File: config.mk
export PLATFORM = sky130hd
export DESIGN_NAME = rate_monotonic_tick_scheduler
export DESIGN_NICKNAME = d
export VERILOG_FILES = /design/src/rtl/rmts_pkg.sv /design/src/rtl/rmts_task_mem.sv /design/src/rtl/rmts_slot_alu.sv /design/src/rtl/rate_monotonic_tick_scheduler.sv
export SDC_FILE = /design/constraint.sdc
export NUM_CORES = 2
export LEC_CHECK = 0
export CAP_MARGIN = 15
export CORE_MARGIN = 3
export CORE_UTILIZATION = 25
export DETAILED_ROUTE_END_ITERATION = 12
export DONT_BUFFER_PORTS = 1
export GPL_TIMING_DRIVEN = 1
export PLACE_DENSITY = 0.48
export SLEW_MARGIN = 5
export SYNTH_ARGS = -nofsm -noshare
export SYNTH_HDL_FRONTEND = slang
export SYNTH_SLANG_ARGS = --single-unit
export TNS_END_PERCENT = 100
File: constraint.sdc
create_clock -name clk -period 14.8 [get_ports clk]
set_input_delay 1.48 -clock clk [delete_from_list [all_inputs] [get_ports clk]]
set_output_delay 1.48 -clock clk [all_outputs]
set_load 0.005 [all_outputs]
File: src/rtl/rmts_pkg.sv
// Shared definitions for the rate-monotonic tick scheduler.
// Opcodes, field widths, stream widths and the slot unit's control struct.
// No dependencies.
`default_nettype none

package rmts_pkg;

    localparam int DEF_TASK_SLOTS = 16;
    localparam int DEF_TIME_WIDTH = 16;

    localparam int SLOT_W      = 4;
    localparam int FIELD_W     = 16;
    localparam int MISS_W      = 16;
    localparam int JOB_W       = 32;
    localparam int TICK_MISS_W = 5;

    localparam int S_TDATA_W = 40;
    localparam int S_TUSER_W = 2;
    localparam int M_TDATA_W = 96;

    localparam logic [1:0] OP_TICK  = 2'd0;
    localparam logic [1:0] OP_LOAD  = 2'd1;
    localparam logic [1:0] OP_BLOCK = 2'd2;
    localparam logic [1:0] OP_READ  = 2'd3;

    // Control into the shared slot unit
    typedef struct packed {
        logic eligible;    // slot is active and not blocked
        logic best_valid;  // a candidate has been picked so far
        logic charge;      // this slot is the one picked on this tick
    } alu_ctl_t;

endpackage

`default_nettype wire

File: src/rtl/rmts_task_mem.sv
// Task table memory: one write port, one read port, registered read data.
// Depends on nothing; widths come from parameters.
`default_nettype none

module rmts_task_mem #(
    parameter int DEPTH = 16,
    parameter int WIDTH = 112
) (
    input  wire logic                     clk,
    input  wire logic                     we,
    input  wire logic [$clog2(DEPTH)-1:0] waddr,
    input  wire logic [WIDTH-1:0]         wdata,
    input  wire logic                     re,
    input  wire logic [$clog2(DEPTH)-1:0] raddr,
    output logic      [WIDTH-1:0]         rdata
);

    logic [WIDTH-1:0] mem [DEPTH];

    always_ff @(posedge clk)
    begin
        if (we)
        begin
            mem[waddr] <= wdata;
        end
    end

    always_ff @(posedge clk)
    begin
        if (re)
        begin
            rdata <= mem[raddr];
        end
    end

endmodule

`default_nettype wire

File: src/rtl/rmts_slot_alu.sv
// Shared slot unit: period compare for the pick pass, and the budget charge,
// deadline countdown and counter updates for the update pass. Uses rmts_pkg.
`default_nettype none

module rmts_slot_alu
    import rmts_pkg::*;
#(
    parameter int TIME_WIDTH = DEF_TIME_WIDTH
) (
    input  wire alu_ctl_t              ctl,
    input  wire logic [TIME_WIDTH-1:0] period,
    input  wire logic [TIME_WIDTH-1:0] capacity,
    input  wire logic [TIME_WIDTH-1:0] budget,
    input  wire logic [TIME_WIDTH-1:0] deadline,
    input  wire logic [TIME_WIDTH-1:0] best_period,
    input  wire logic [MISS_W-1:0]     miss,
    input  wire logic [JOB_W-1:0]      jobs,
    output logic                       better,
    output logic [TIME_WIDTH-1:0]      new_budget,
    output logic [TIME_WIDTH-1:0]      new_deadline,
    output logic [MISS_W-1:0]          new_miss,
    output logic [JOB_W-1:0]           new_jobs,
    output logic                       miss_hit
);

    logic [TIME_WIDTH-1:0] charged;
    logic                  expire;

    // strict compare keeps the lower slot on equal periods
    assign better = ctl.eligible && (budget != '0) &&
                    (!ctl.best_valid || (period < best_period));

    always_comb
    begin
        charged  = ctl.charge ? TIME_WIDTH'(budget - 1'b1) : budget;
        new_jobs = (ctl.charge && (jobs != '1)) ? JOB_W'(jobs + 1'b1) : jobs;
        expire   = (deadline <= TIME_WIDTH'(1));
        miss_hit = 1'b0;
        new_miss = miss;
        if (expire)
        begin
            miss_hit     = (charged != '0);
            new_deadline = period;
            new_budget   = capacity;
            if (miss_hit && (miss != '1))
            begin
                new_miss = MISS_W'(miss + 1'b1);
            end
        end
        else
        begin
            new_deadline = TIME_WIDTH'(deadline - 1'b1);
            new_budget   = charged;
        end
    end

endmodule

`default_nettype wire

File: src/rtl/rate_monotonic_tick_scheduler.sv
// Top level of the rate-monotonic tick scheduler: sequencer, flag vectors,
// output register. Uses rmts_pkg, rmts_task_mem and rmts_slot_alu.
//
//  channel | dir | tdata fields (low bit up)                     | tuser
//  --------+-----+-----------------------------------------------+-------
//  s_*     | in  | task_slot 4, period_value 16, capacity_value   | opcode 2
//          |     | 16, blocked_value 1, zero pad to 40            |
//  m_*     | out | selected_task 4, misses_this_tick 5,           | none
//          |     | slot_misses 16, slot_jobs 32, slot_budget_left |
//          |     | 16, slot_deadline_left 16, zero pad to 96      |
//
// A tick runs a pick sweep over slots 1..TASK_SLOTS-1, then an update sweep,
// both paced by the table's single read port. Load, set-blocked and read go
// through three steps in order: read, apply, push.
// Reset clears the sequencer, the active, blocked and written flags and the
// output valid; an unwritten entry reads as zero, so no clearing pass.
// A result waits in the output register; push stalls only while it is not taken.
`default_nettype none

module rate_monotonic_tick_scheduler
    import rmts_pkg::*;
#(
    parameter int TASK_SLOTS = DEF_TASK_SLOTS,
    parameter int TIME_WIDTH = DEF_TIME_WIDTH
) (
    input  wire logic                 clk,
    input  wire logic                 rst_n,
    input  wire logic                 s_tvalid,
    output logic                      s_tready,
    // task_slot[3:0], period_value[19:4], capacity_value[35:20],
    // blocked_value[36], zero [39:37]
    input  wire logic [S_TDATA_W-1:0] s_tdata,
    // opcode[1:0]
    input  wire logic [S_TUSER_W-1:0] s_tuser,
    output logic                      m_tvalid,
    input  wire logic                 m_tready,
    // selected_task[3:0], misses_this_tick[8:4], slot_misses[24:9],
    // slot_jobs[56:25], slot_budget_left[72:57], slot_deadline_left[88:73]
    output logic      [M_TDATA_W-1:0] m_tdata
);

    localparam int IDX_W = $clog2(TASK_SLOTS);
    localparam int SW    = ((IDX_W > SLOT_W) ? IDX_W : SLOT_W) + 1;
    localparam int ENT_W = 4 * TIME_WIDTH + MISS_W + JOB_W;
    localparam logic [IDX_W-1:0] LAST_IDX  = IDX_W'(TASK_SLOTS - 1);
    localparam logic [IDX_W-1:0] FIRST_IDX = IDX_W'(1);
    localparam logic [IDX_W-1:0] SECOND_IDX = IDX_W'(2);

    localparam logic [2:0] S_IDLE  = 3'd0;
    localparam logic [2:0] S_PICK  = 3'd1;
    localparam logic [2:0] S_UPDT  = 3'd2;
    localparam logic [2:0] S_APPLY = 3'd3;
    localparam logic [2:0] S_PUSH  = 3'd4;

    typedef struct packed {
        logic [TIME_WIDTH-1:0] period;
        logic [TIME_WIDTH-1:0] capacity;
        logic [TIME_WIDTH-1:0] budget;
        logic [TIME_WIDTH-1:0] deadline;
        logic [MISS_W-1:0]     miss;
        logic [JOB_W-1:0]      jobs;
    } ent_t;

    // input unpacking
    logic [1:0]            in_op;
    logic [SW-1:0]         in_slot;
    logic                  in_tab;
    logic [IDX_W-1:0]      in_idx;
    logic [TIME_WIDTH-1:0] in_per;
    logic [TIME_WIDTH-1:0] in_cap;
    logic                  s_accept;

    assign in_op    = s_tuser[1:0];
    assign in_slot  = SW'(s_tdata[3:0]);
    assign in_tab   = in_slot < SW'(TASK_SLOTS);
    assign in_idx   = in_slot[IDX_W-1:0];
    assign in_per   = TIME_WIDTH'(s_tdata[19:4]);
    assign in_cap   = TIME_WIDTH'(s_tdata[35:20]);

    // sequencer and sweep state
    logic [2:0]            state_reg, state_next;
    logic [IDX_W-1:0]      iss_reg, iss_next;
    logic                  iss_on_reg, iss_on_next;
    logic                  dv_reg, dv_next;
    logic [IDX_W-1:0]      d_idx_reg, d_idx_next;
    logic [IDX_W-1:0]      best_reg, best_next;
    logic [TIME_WIDTH-1:0] best_per_reg, best_per_next;
    logic [TICK_MISS_W-1:0] miss_cnt_reg, miss_cnt_next;

    assign s_tready = (state_reg == S_IDLE);
    assign s_accept = s_tvalid && s_tready;

    // latched item
    logic [1:0]            op_reg, op_next;
    logic                  tab_reg, tab_next;
    logic                  nz_reg, nz_next;
    logic [TIME_WIDTH-1:0] per_reg, per_next;
    logic [TIME_WIDTH-1:0] cap_reg, cap_next;
    logic                  blk_reg, blk_next;

    // per-slot flags in flip-flops
    logic [TASK_SLOTS-1:0] active_reg, active_next;
    logic [TASK_SLOTS-1:0] blocked_reg, blocked_next;
    logic [TASK_SLOTS-1:0] written_reg, written_next;

    // result path
    logic [M_TDATA_W-1:0]  res_reg, res_next;
    logic                  m_tvalid_reg;
    logic [M_TDATA_W-1:0]  m_tdata_reg;
    logic                  out_free;

    // table port
    logic                  mem_we;
    logic [IDX_W-1:0]      mem_waddr;
    ent_t                  mem_wdata;
    logic                  mem_re;
    logic [IDX_W-1:0]      mem_raddr;
    ent_t                  mem_rdata;
    ent_t                  ent;

    // slot unit
    alu_ctl_t              alu_ctl;
    logic                  alu_better;
    logic                  alu_hit;
    ent_t                  upd_ent;

    rmts_task_mem #(
        .DEPTH (TASK_SLOTS),
        .WIDTH (ENT_W)
    ) u_mem (
        .clk   (clk),
        .we    (mem_we),
        .waddr (mem_waddr),
        .wdata (mem_wdata),
        .re    (mem_re),
        .raddr (mem_raddr),
        .rdata (mem_rdata)
    );

    // an entry never written reads as its reset value
    assign ent = written_reg[d_idx_reg] ? mem_rdata : '0;

    assign alu_ctl.eligible   = active_reg[d_idx_reg] && !blocked_reg[d_idx_reg];
    assign alu_ctl.best_valid = (best_reg != '0);
    assign alu_ctl.charge     = (best_reg != '0) && (d_idx_reg == best_reg);
    assign upd_ent.period     = ent.period;
    assign upd_ent.capacity   = ent.capacity;

    rmts_slot_alu #(
        .TIME_WIDTH (TIME_WIDTH)
    ) u_alu (
        .ctl          (alu_ctl),
        .period       (ent.period),
        .capacity     (ent.capacity),
        .budget       (ent.budget),
        .deadline     (ent.deadline),
        .best_period  (best_per_reg),
        .miss         (ent.miss),
        .jobs         (ent.jobs),
        .better       (alu_better),
        .new_budget   (upd_ent.budget),
        .new_deadline (upd_ent.deadline),
        .new_miss     (upd_ent.miss),
        .new_jobs     (upd_ent.jobs),
        .miss_hit     (alu_hit)
    );

    assign out_free = !m_tvalid_reg || m_tready;

    always_comb
    begin
        state_next    = state_reg;
        iss_next      = iss_reg;
        iss_on_next   = iss_on_reg;
        dv_next       = 1'b0;
        d_idx_next    = d_idx_reg;
        best_next     = best_reg;
        best_per_next = best_per_reg;
        miss_cnt_next = miss_cnt_reg;
        op_next       = op_reg;
        tab_next      = tab_reg;
        nz_next       = nz_reg;
        per_next      = per_reg;
        cap_next      = cap_reg;
        blk_next      = blk_reg;
        active_next   = active_reg;
        blocked_next  = blocked_reg;
        written_next  = written_reg;
        res_next      = res_reg;
        mem_we        = 1'b0;
        mem_waddr     = d_idx_reg;
        mem_wdata     = upd_ent;
        mem_re        = 1'b0;
        mem_raddr     = iss_reg;

        // advance a running sweep by one slot
        if (iss_on_reg)
        begin
            mem_re      = 1'b1;
            mem_raddr   = iss_reg;
            dv_next     = 1'b1;
            d_idx_next  = iss_reg;
            iss_next    = IDX_W'(iss_reg + 1'b1);
            iss_on_next = (iss_reg != LAST_IDX);
        end

        case (state_reg)
            S_IDLE:
            begin
                if (s_accept)
                begin
                    op_next  = in_op;
                    tab_next = in_tab;
                    nz_next  = (in_slot != '0);
                    per_next = in_per;
                    cap_next = in_cap;
                    blk_next = s_tdata[36];
                    if (in_op == OP_TICK)
                    begin
                        mem_re        = 1'b1;
                        mem_raddr     = FIRST_IDX;
                        dv_next       = 1'b1;
                        d_idx_next    = FIRST_IDX;
                        iss_next      = SECOND_IDX;
                        iss_on_next   = (TASK_SLOTS > 2);
                        best_next     = '0;
                        miss_cnt_next = '0;
                        state_next    = S_PICK;
                    end
                    else
                    begin
                        mem_re     = 1'b1;
                        mem_raddr  = in_idx;
                        dv_next    = 1'b1;
                        d_idx_next = in_idx;
                        state_next = S_APPLY;
                    end
                end
            end
            S_PICK:
            begin
                if (dv_reg)
                begin
                    if (alu_better)
                    begin
                        best_next     = d_idx_reg;
                        best_per_next = ent.period;
                    end
                    // start the update sweep right behind the pick sweep
                    if (d_idx_reg == LAST_IDX)
                    begin
                        mem_re      = 1'b1;
                        mem_raddr   = FIRST_IDX;
                        dv_next     = 1'b1;
                        d_idx_next  = FIRST_IDX;
                        iss_next    = SECOND_IDX;
                        iss_on_next = (TASK_SLOTS > 2);
                        state_next  = S_UPDT;
                    end
                end
            end
            S_UPDT:
            begin
                if (dv_reg)
                begin
                    if (active_reg[d_idx_reg])
                    begin
                        mem_we = 1'b1;
                        if (alu_hit)
                        begin
                            miss_cnt_next = TICK_MISS_W'(miss_cnt_reg + 1'b1);
                        end
                    end
                    if (d_idx_reg == LAST_IDX)
                    begin
                        res_next = M_TDATA_W'({
                            (active_reg[d_idx_reg] && alu_hit)
                                ? TICK_MISS_W'(miss_cnt_reg + 1'b1) : miss_cnt_reg,
                            SLOT_W'(best_reg)});
                        state_next = S_PUSH;
                    end
                end
            end
            S_APPLY:
            begin
                res_next = '0;
                case (op_reg)
                    OP_LOAD:
                    begin
                        if (tab_reg && nz_reg)
                        begin
                            mem_we                  = 1'b1;
                            written_next[d_idx_reg] = 1'b1;
                            if (per_reg == '0)
                            begin
                                // drop from the set, keep the counters
                                active_next[d_idx_reg] = 1'b0;
                                mem_wdata      = '0;
                                mem_wdata.miss = ent.miss;
                                mem_wdata.jobs = ent.jobs;
                            end
                            else
                            begin
                                active_next[d_idx_reg] = 1'b1;
                                mem_wdata.period   = per_reg;
                                mem_wdata.capacity = cap_reg;
                                mem_wdata.budget   = cap_reg;
                                mem_wdata.deadline = per_reg;
                                mem_wdata.miss     = '0;
                                mem_wdata.jobs     = '0;
                            end
                        end
                    end
                    OP_BLOCK:
                    begin
                        if (tab_reg && nz_reg)
                        begin
                            blocked_next[d_idx_reg] = blk_reg;
                        end
                    end
                    OP_READ:
                    begin
                        if (tab_reg)
                        begin
                            res_next = M_TDATA_W'({
                                FIELD_W'(ent.deadline),
                                FIELD_W'(ent.budget),
                                ent.jobs,
                                ent.miss,
                                TICK_MISS_W'(0),
                                SLOT_W'(0)});
                        end
                    end
                    default:
                    begin
                        res_next = '0;
                    end
                endcase
                state_next = S_PUSH;
            end
            S_PUSH:
            begin
                if (out_free)
                begin
                    state_next = S_IDLE;
                end
            end
            default:
            begin
                state_next = S_IDLE;
            end
        endcase
    end

    always_ff @(posedge clk or negedge rst_n)
    begin
        if (!rst_n)
        begin
            state_reg   <= S_IDLE;
            iss_reg     <= '0;
            iss_on_reg  <= 1'b0;
            dv_reg      <= 1'b0;
            d_idx_reg   <= '0;
            active_reg  <= '0;
            blocked_reg <= '0;
            written_reg <= '0;
        end
        else
        begin
            state_reg   <= state_next;
            iss_reg     <= iss_next;
            iss_on_reg  <= iss_on_next;
            dv_reg      <= dv_next;
            d_idx_reg   <= d_idx_next;
            active_reg  <= active_next;
            blocked_reg <= blocked_next;
            written_reg <= written_next;
        end
    end

    always_ff @(posedge clk)
    begin
        best_reg     <= best_next;
        best_per_reg <= best_per_next;
        miss_cnt_reg <= miss_cnt_next;
        op_reg       <= op_next;
        tab_reg      <= tab_next;
        nz_reg       <= nz_next;
        per_reg      <= per_next;
        cap_reg      <= cap_next;
        blk_reg      <= blk_next;
        res_reg      <= res_next;
    end

    // output register: hold a result until taken
    always_ff @(posedge clk or negedge rst_n)
    begin
        if (!rst_n)
        begin
            m_tvalid_reg <= 1'b0;
        end
        else if ((state_reg == S_PUSH) && out_free)
        begin
            m_tvalid_reg <= 1'b1;
        end
        else if (m_tready)
        begin
            m_tvalid_reg <= 1'b0;
        end
    end

    always_ff @(posedge clk)
    begin
        if ((state_reg == S_PUSH) && out_free)
        begin
            m_tdata_reg <= res_reg;
        end
    end

    assign m_tvalid = m_tvalid_reg;
    assign m_tdata  = m_tdata_reg;

`ifndef NO_ASSERTIONS
    // the idle slot is never written
    a_no_slot0_write: assert property (@(posedge clk) disable iff (!rst_n)
        mem_we |-> (mem_waddr != '0))
        else $error("table write to idle slot");

    // a sweep never writes the entry it is reading
    a_no_rw_clash: assert property (@(posedge clk) disable iff (!rst_n)
        (mem_we && mem_re) |-> (mem_waddr != mem_raddr))
        else $error("table read and write at one address");

    // one item at a time: accept drops ready on the next cycle
    a_one_item: assert property (@(posedge clk) disable iff (!rst_n)
        s_accept |=> !s_tready)
        else $error("second item taken while busy");

    // the picked task stays active through the update sweep
    a_best_active: assert property (@(posedge clk) disable iff (!rst_n)
        ((state_reg == S_UPDT) && (best_reg != '0)) |-> active_reg[best_reg])
        else $error("picked task not active");
`endif

endmodule

`default_nettype wire
==> results by group <==
Route
  – Met1 Wirelength: about 110 mm
  – Top layer in use: met5
  – Post-Route WL: 243 mm
  – Via count: 48303
  – Drt drc: 0
  – Initial DRC count: 3565
  – DR WL/cell: 22.8 µm
  – Met3 wire length: a little over 9 mm
  – Metal2 WL: 119 mm
  – Via-to-Cell Ratio: 4.53
  – Antenna-violating nets left: 0
  – First-pass iteration count of the detailed router: 7

Clock tree
  – Hold-fix buffers, CTS: 0
  – Clk buf depth: 4
  – CTS H-tree depth: 4
  – Post CTS Setup Buffer Count: 0
  – CTS tree: done
  – Sink Count: 2205
  – Cts bufs inserted: 223
  – Post-CTS Resized: 0
  – Clock slew at reported path FFs: 0.06 ns
  – Clk_lat worst skew: 0.91 ns
  – CTS Root Cell: clkbuf_16

Logic synthesis
  – EDFF count, synth: 2143
  – Synthesized area: 89600 µm²
  – Synth Instances: between 5000 and 6000
  – Largest area contributor in the netlist: edfxtp_1
  – Main synth FF type: edfxtp_1
  – Seq/Total Area, Yosys: roughly three quarters
  – Asr flop ratio synth: 2.81%
  – Commonest cells post-synth: edfxtp_1 (2143), nor2_1 (571), a21oi_1 (515)
  – Synthesized area per cell: 15.7 µm²
  – Yosys top cell area share: 71.8%
  – Synth warnings: 0
  – Synth cell types: 80
  – Top area cells in the synthesized netlist: edfxtp_1 (72%), mux2_2 (6.2%), mux2i_1 (5.2%)
  – Most frequent cell after synthesis: edfxtp_1
  – Register bit total from synthesis: 2205

STA
  – Unrepaired setup endpoints after global routing: no
  – Maximum clock frequency: between 0.15 and 0.2 GHz
  – Final Slew Violations: 0
  – Slew HR: 19.9%
  – Endpoints failing hold: 0
  – Hold WS: 0.298 ns
  – Setup TNS Final: 0 ns
  – Final setup skew: 0.0848 ns
  – Tcrit/Tclk final: 43.7%
  – Worst slew pin tran: roughly 1.2 ns
  – Min cycle time layout: 6.46 ns
  – Final setup vio count: 0

Cells and area
  – Nets: between 5000 and 6000
  – Reg with most FFs: u_mem.mem
  – Layout cells sized above 1: around 17%
  – Max reg flops: between 1500 and 2000
  – Filler cells: about 36000
  – Largest regs: u_mem.mem x1792, u_mem.rdata x112
  – Final Instance Area: 103000 µm²
  – Layout Area Growth over Synthesis: 14.6%
  – Core Util, Final: 28.8%

Critical path
  – CP Class: register to register
  – Worst-case reg-to-reg path depth: 10
  – Arr. time, crit path: approximately 7.0 ns
  – Reg-to-reg startpoint: d_idx_reg[2]
  – Worst Path Max Fanout: 23
  – Critical path capture point type: register
  – CP required: 15.32 ns
  – Startpoint types: register
  – Worst r2r dst: u_mem.mem[8][45]
  – Setup slack, reg-to-reg: 8.34 ns

Placement
  – DP Area: 95500 µm²
  – Port bufs: 0
  – Gpl congestion: between 0.7 and 0.8
  – HPWL after detailed placement: roughly 130 mm

Die
  – Row cnt: 219
  – I/O pins: 144
  – Die height: just over 600 µm
  – Core footprint: between 300000 and 400000 µm²
  – Die area: 366000 µm²
  – Initial Utilization: between 20% and 30%
  – Die Wd: just over 600 µm

Power
  – Internal power: 0.0143 W
  – Worst vdd rail ir drop: roughly 0.21 mV
  – Psw: 0.00784 W
  – Sequential Power Share: 40.1%
  – Clock Power Share: 24.8%
  – Sw Ratio: 35.4%
  – Leak: 34.1 nW
  – Comb pwr share: between 30% and 40%
  – Total power: 0.0221 W
  – Pwr Density: approximately 220 nW/µm²

Status
  – Outcome: complete, no violations

GRT
  – GR Util All Layers: 12.9%
  – Initial antenna violation count: 18
  – Total gr overflow: 0
  – Largest net degree at the start of global routing: 210
  – First-pass GRT wire length: ~350 mm
  – Vias in the first global route: just under 50000

Worst hold path
  – Worst hold path class: primary input to asynchronous set/reset pin

Run
  – Max_cap viols: 0
## kinds of logic (layout without fill, tap and decap cells)
family	after synthesis	in the layout	synth area share, %
flip-flops	2205	2205	73.6
AND/OR/NAND/NOR	1063	1063	5.29
AO/OA/AOI/OAI	1026	1026	7.10
multiplexers	968	968	11.7
buffers and inverters	397	592	1.87
adder cells (fa/ha/maj)	22	22	0.307
XOR/XNOR	21	21	0.205
other	1	16	0.00419
## placed cells by master (no fill, tap or decap), types with 55 or more instances in the layout
cell       count
a211oi_1     338
a21oi_1      512
and2_1        90
buf_4        137
clkbuf_16    227
clkinv_1      56
dfrtp_1       62
edfxtp_1    2143
mux2_2       490
mux2i_1      464
nand2_1      185
nor2_1       554
o21ai_0       55
## layer usage
metal / global-route usage (%) / vias up
met5: 0 / -
met4: 3.46 / 6
met3: 1.67 / 339
met2: 21.9 / 914
met1: 17.3 / 24957
li1: - / 22087
## final cells by class
cell class	count	area [µm²]	area share (%)
timing repair buffer	153	1340	1.30
clock buffer	267	5850	5.70
inverter	43	161	0.157
sequential	2205	65900	64.2
multi-input combinational	3107	22400	21.8
tap	4751	5940	5.79
clock inverter	129	1130	1.10
antenna	9	22.5	0.0219
## worst max-delay path, stage by stage (launching register included)
cell      delay (ns)
dfrtp_1         0.36
buf_4           0.22
xor2_1          0.20
nor3_1          0.96
nand3_1         0.80
nor2_1          0.63
o22ai_1         0.18
a41oi_1         0.72
o211ai_2        0.55
or4_1           0.56
a21oi_1         0.90
## power groups by stage
stage	Clock (W)	Combinational (W)	Sequential, W
after floorplan	0	0.00557	0.00884
final	0.00548	0.00778	0.00887
after CTS	0.00565	0.00782	0.00888
after global placement	0	0.00772	0.00900
after detailed placement	0	0.00779	0.00901
after global routing	0.00589	0.00856	0.00891
## how the worst max path moves through the flow
stage                 start           endpoint  slack [ns]  cells after the start
2_1_floorplan  d_idx_reg[0]   u_mem.mem[12][0]        1.58                      7
3_3_place_gp     s_tuser[1]     u_mem.rdata[4]        8.27                     11
3_5_place_dp   d_idx_reg[2]  u_mem.mem[10][40]        8.22                     10
4_1_cts        d_idx_reg[2]  u_mem.mem[13][40]        8.16                     10
5_1_grt        d_idx_reg[2]   u_mem.mem[9][45]        8.00                     10
6_report       d_idx_reg[2]   u_mem.mem[8][45]        8.34                     10
## metrics by stage
step,setup WS [ns],cells
5_1_grt,8.00,10658
2_1_floorplan,1.58,5709
3_5_place_dp,8.22,10241
6_report,8.34,10664
3_3_place_gp,8.27,10240
4_1_cts,8.16,10637
Power figures use the tool's default switching activity.
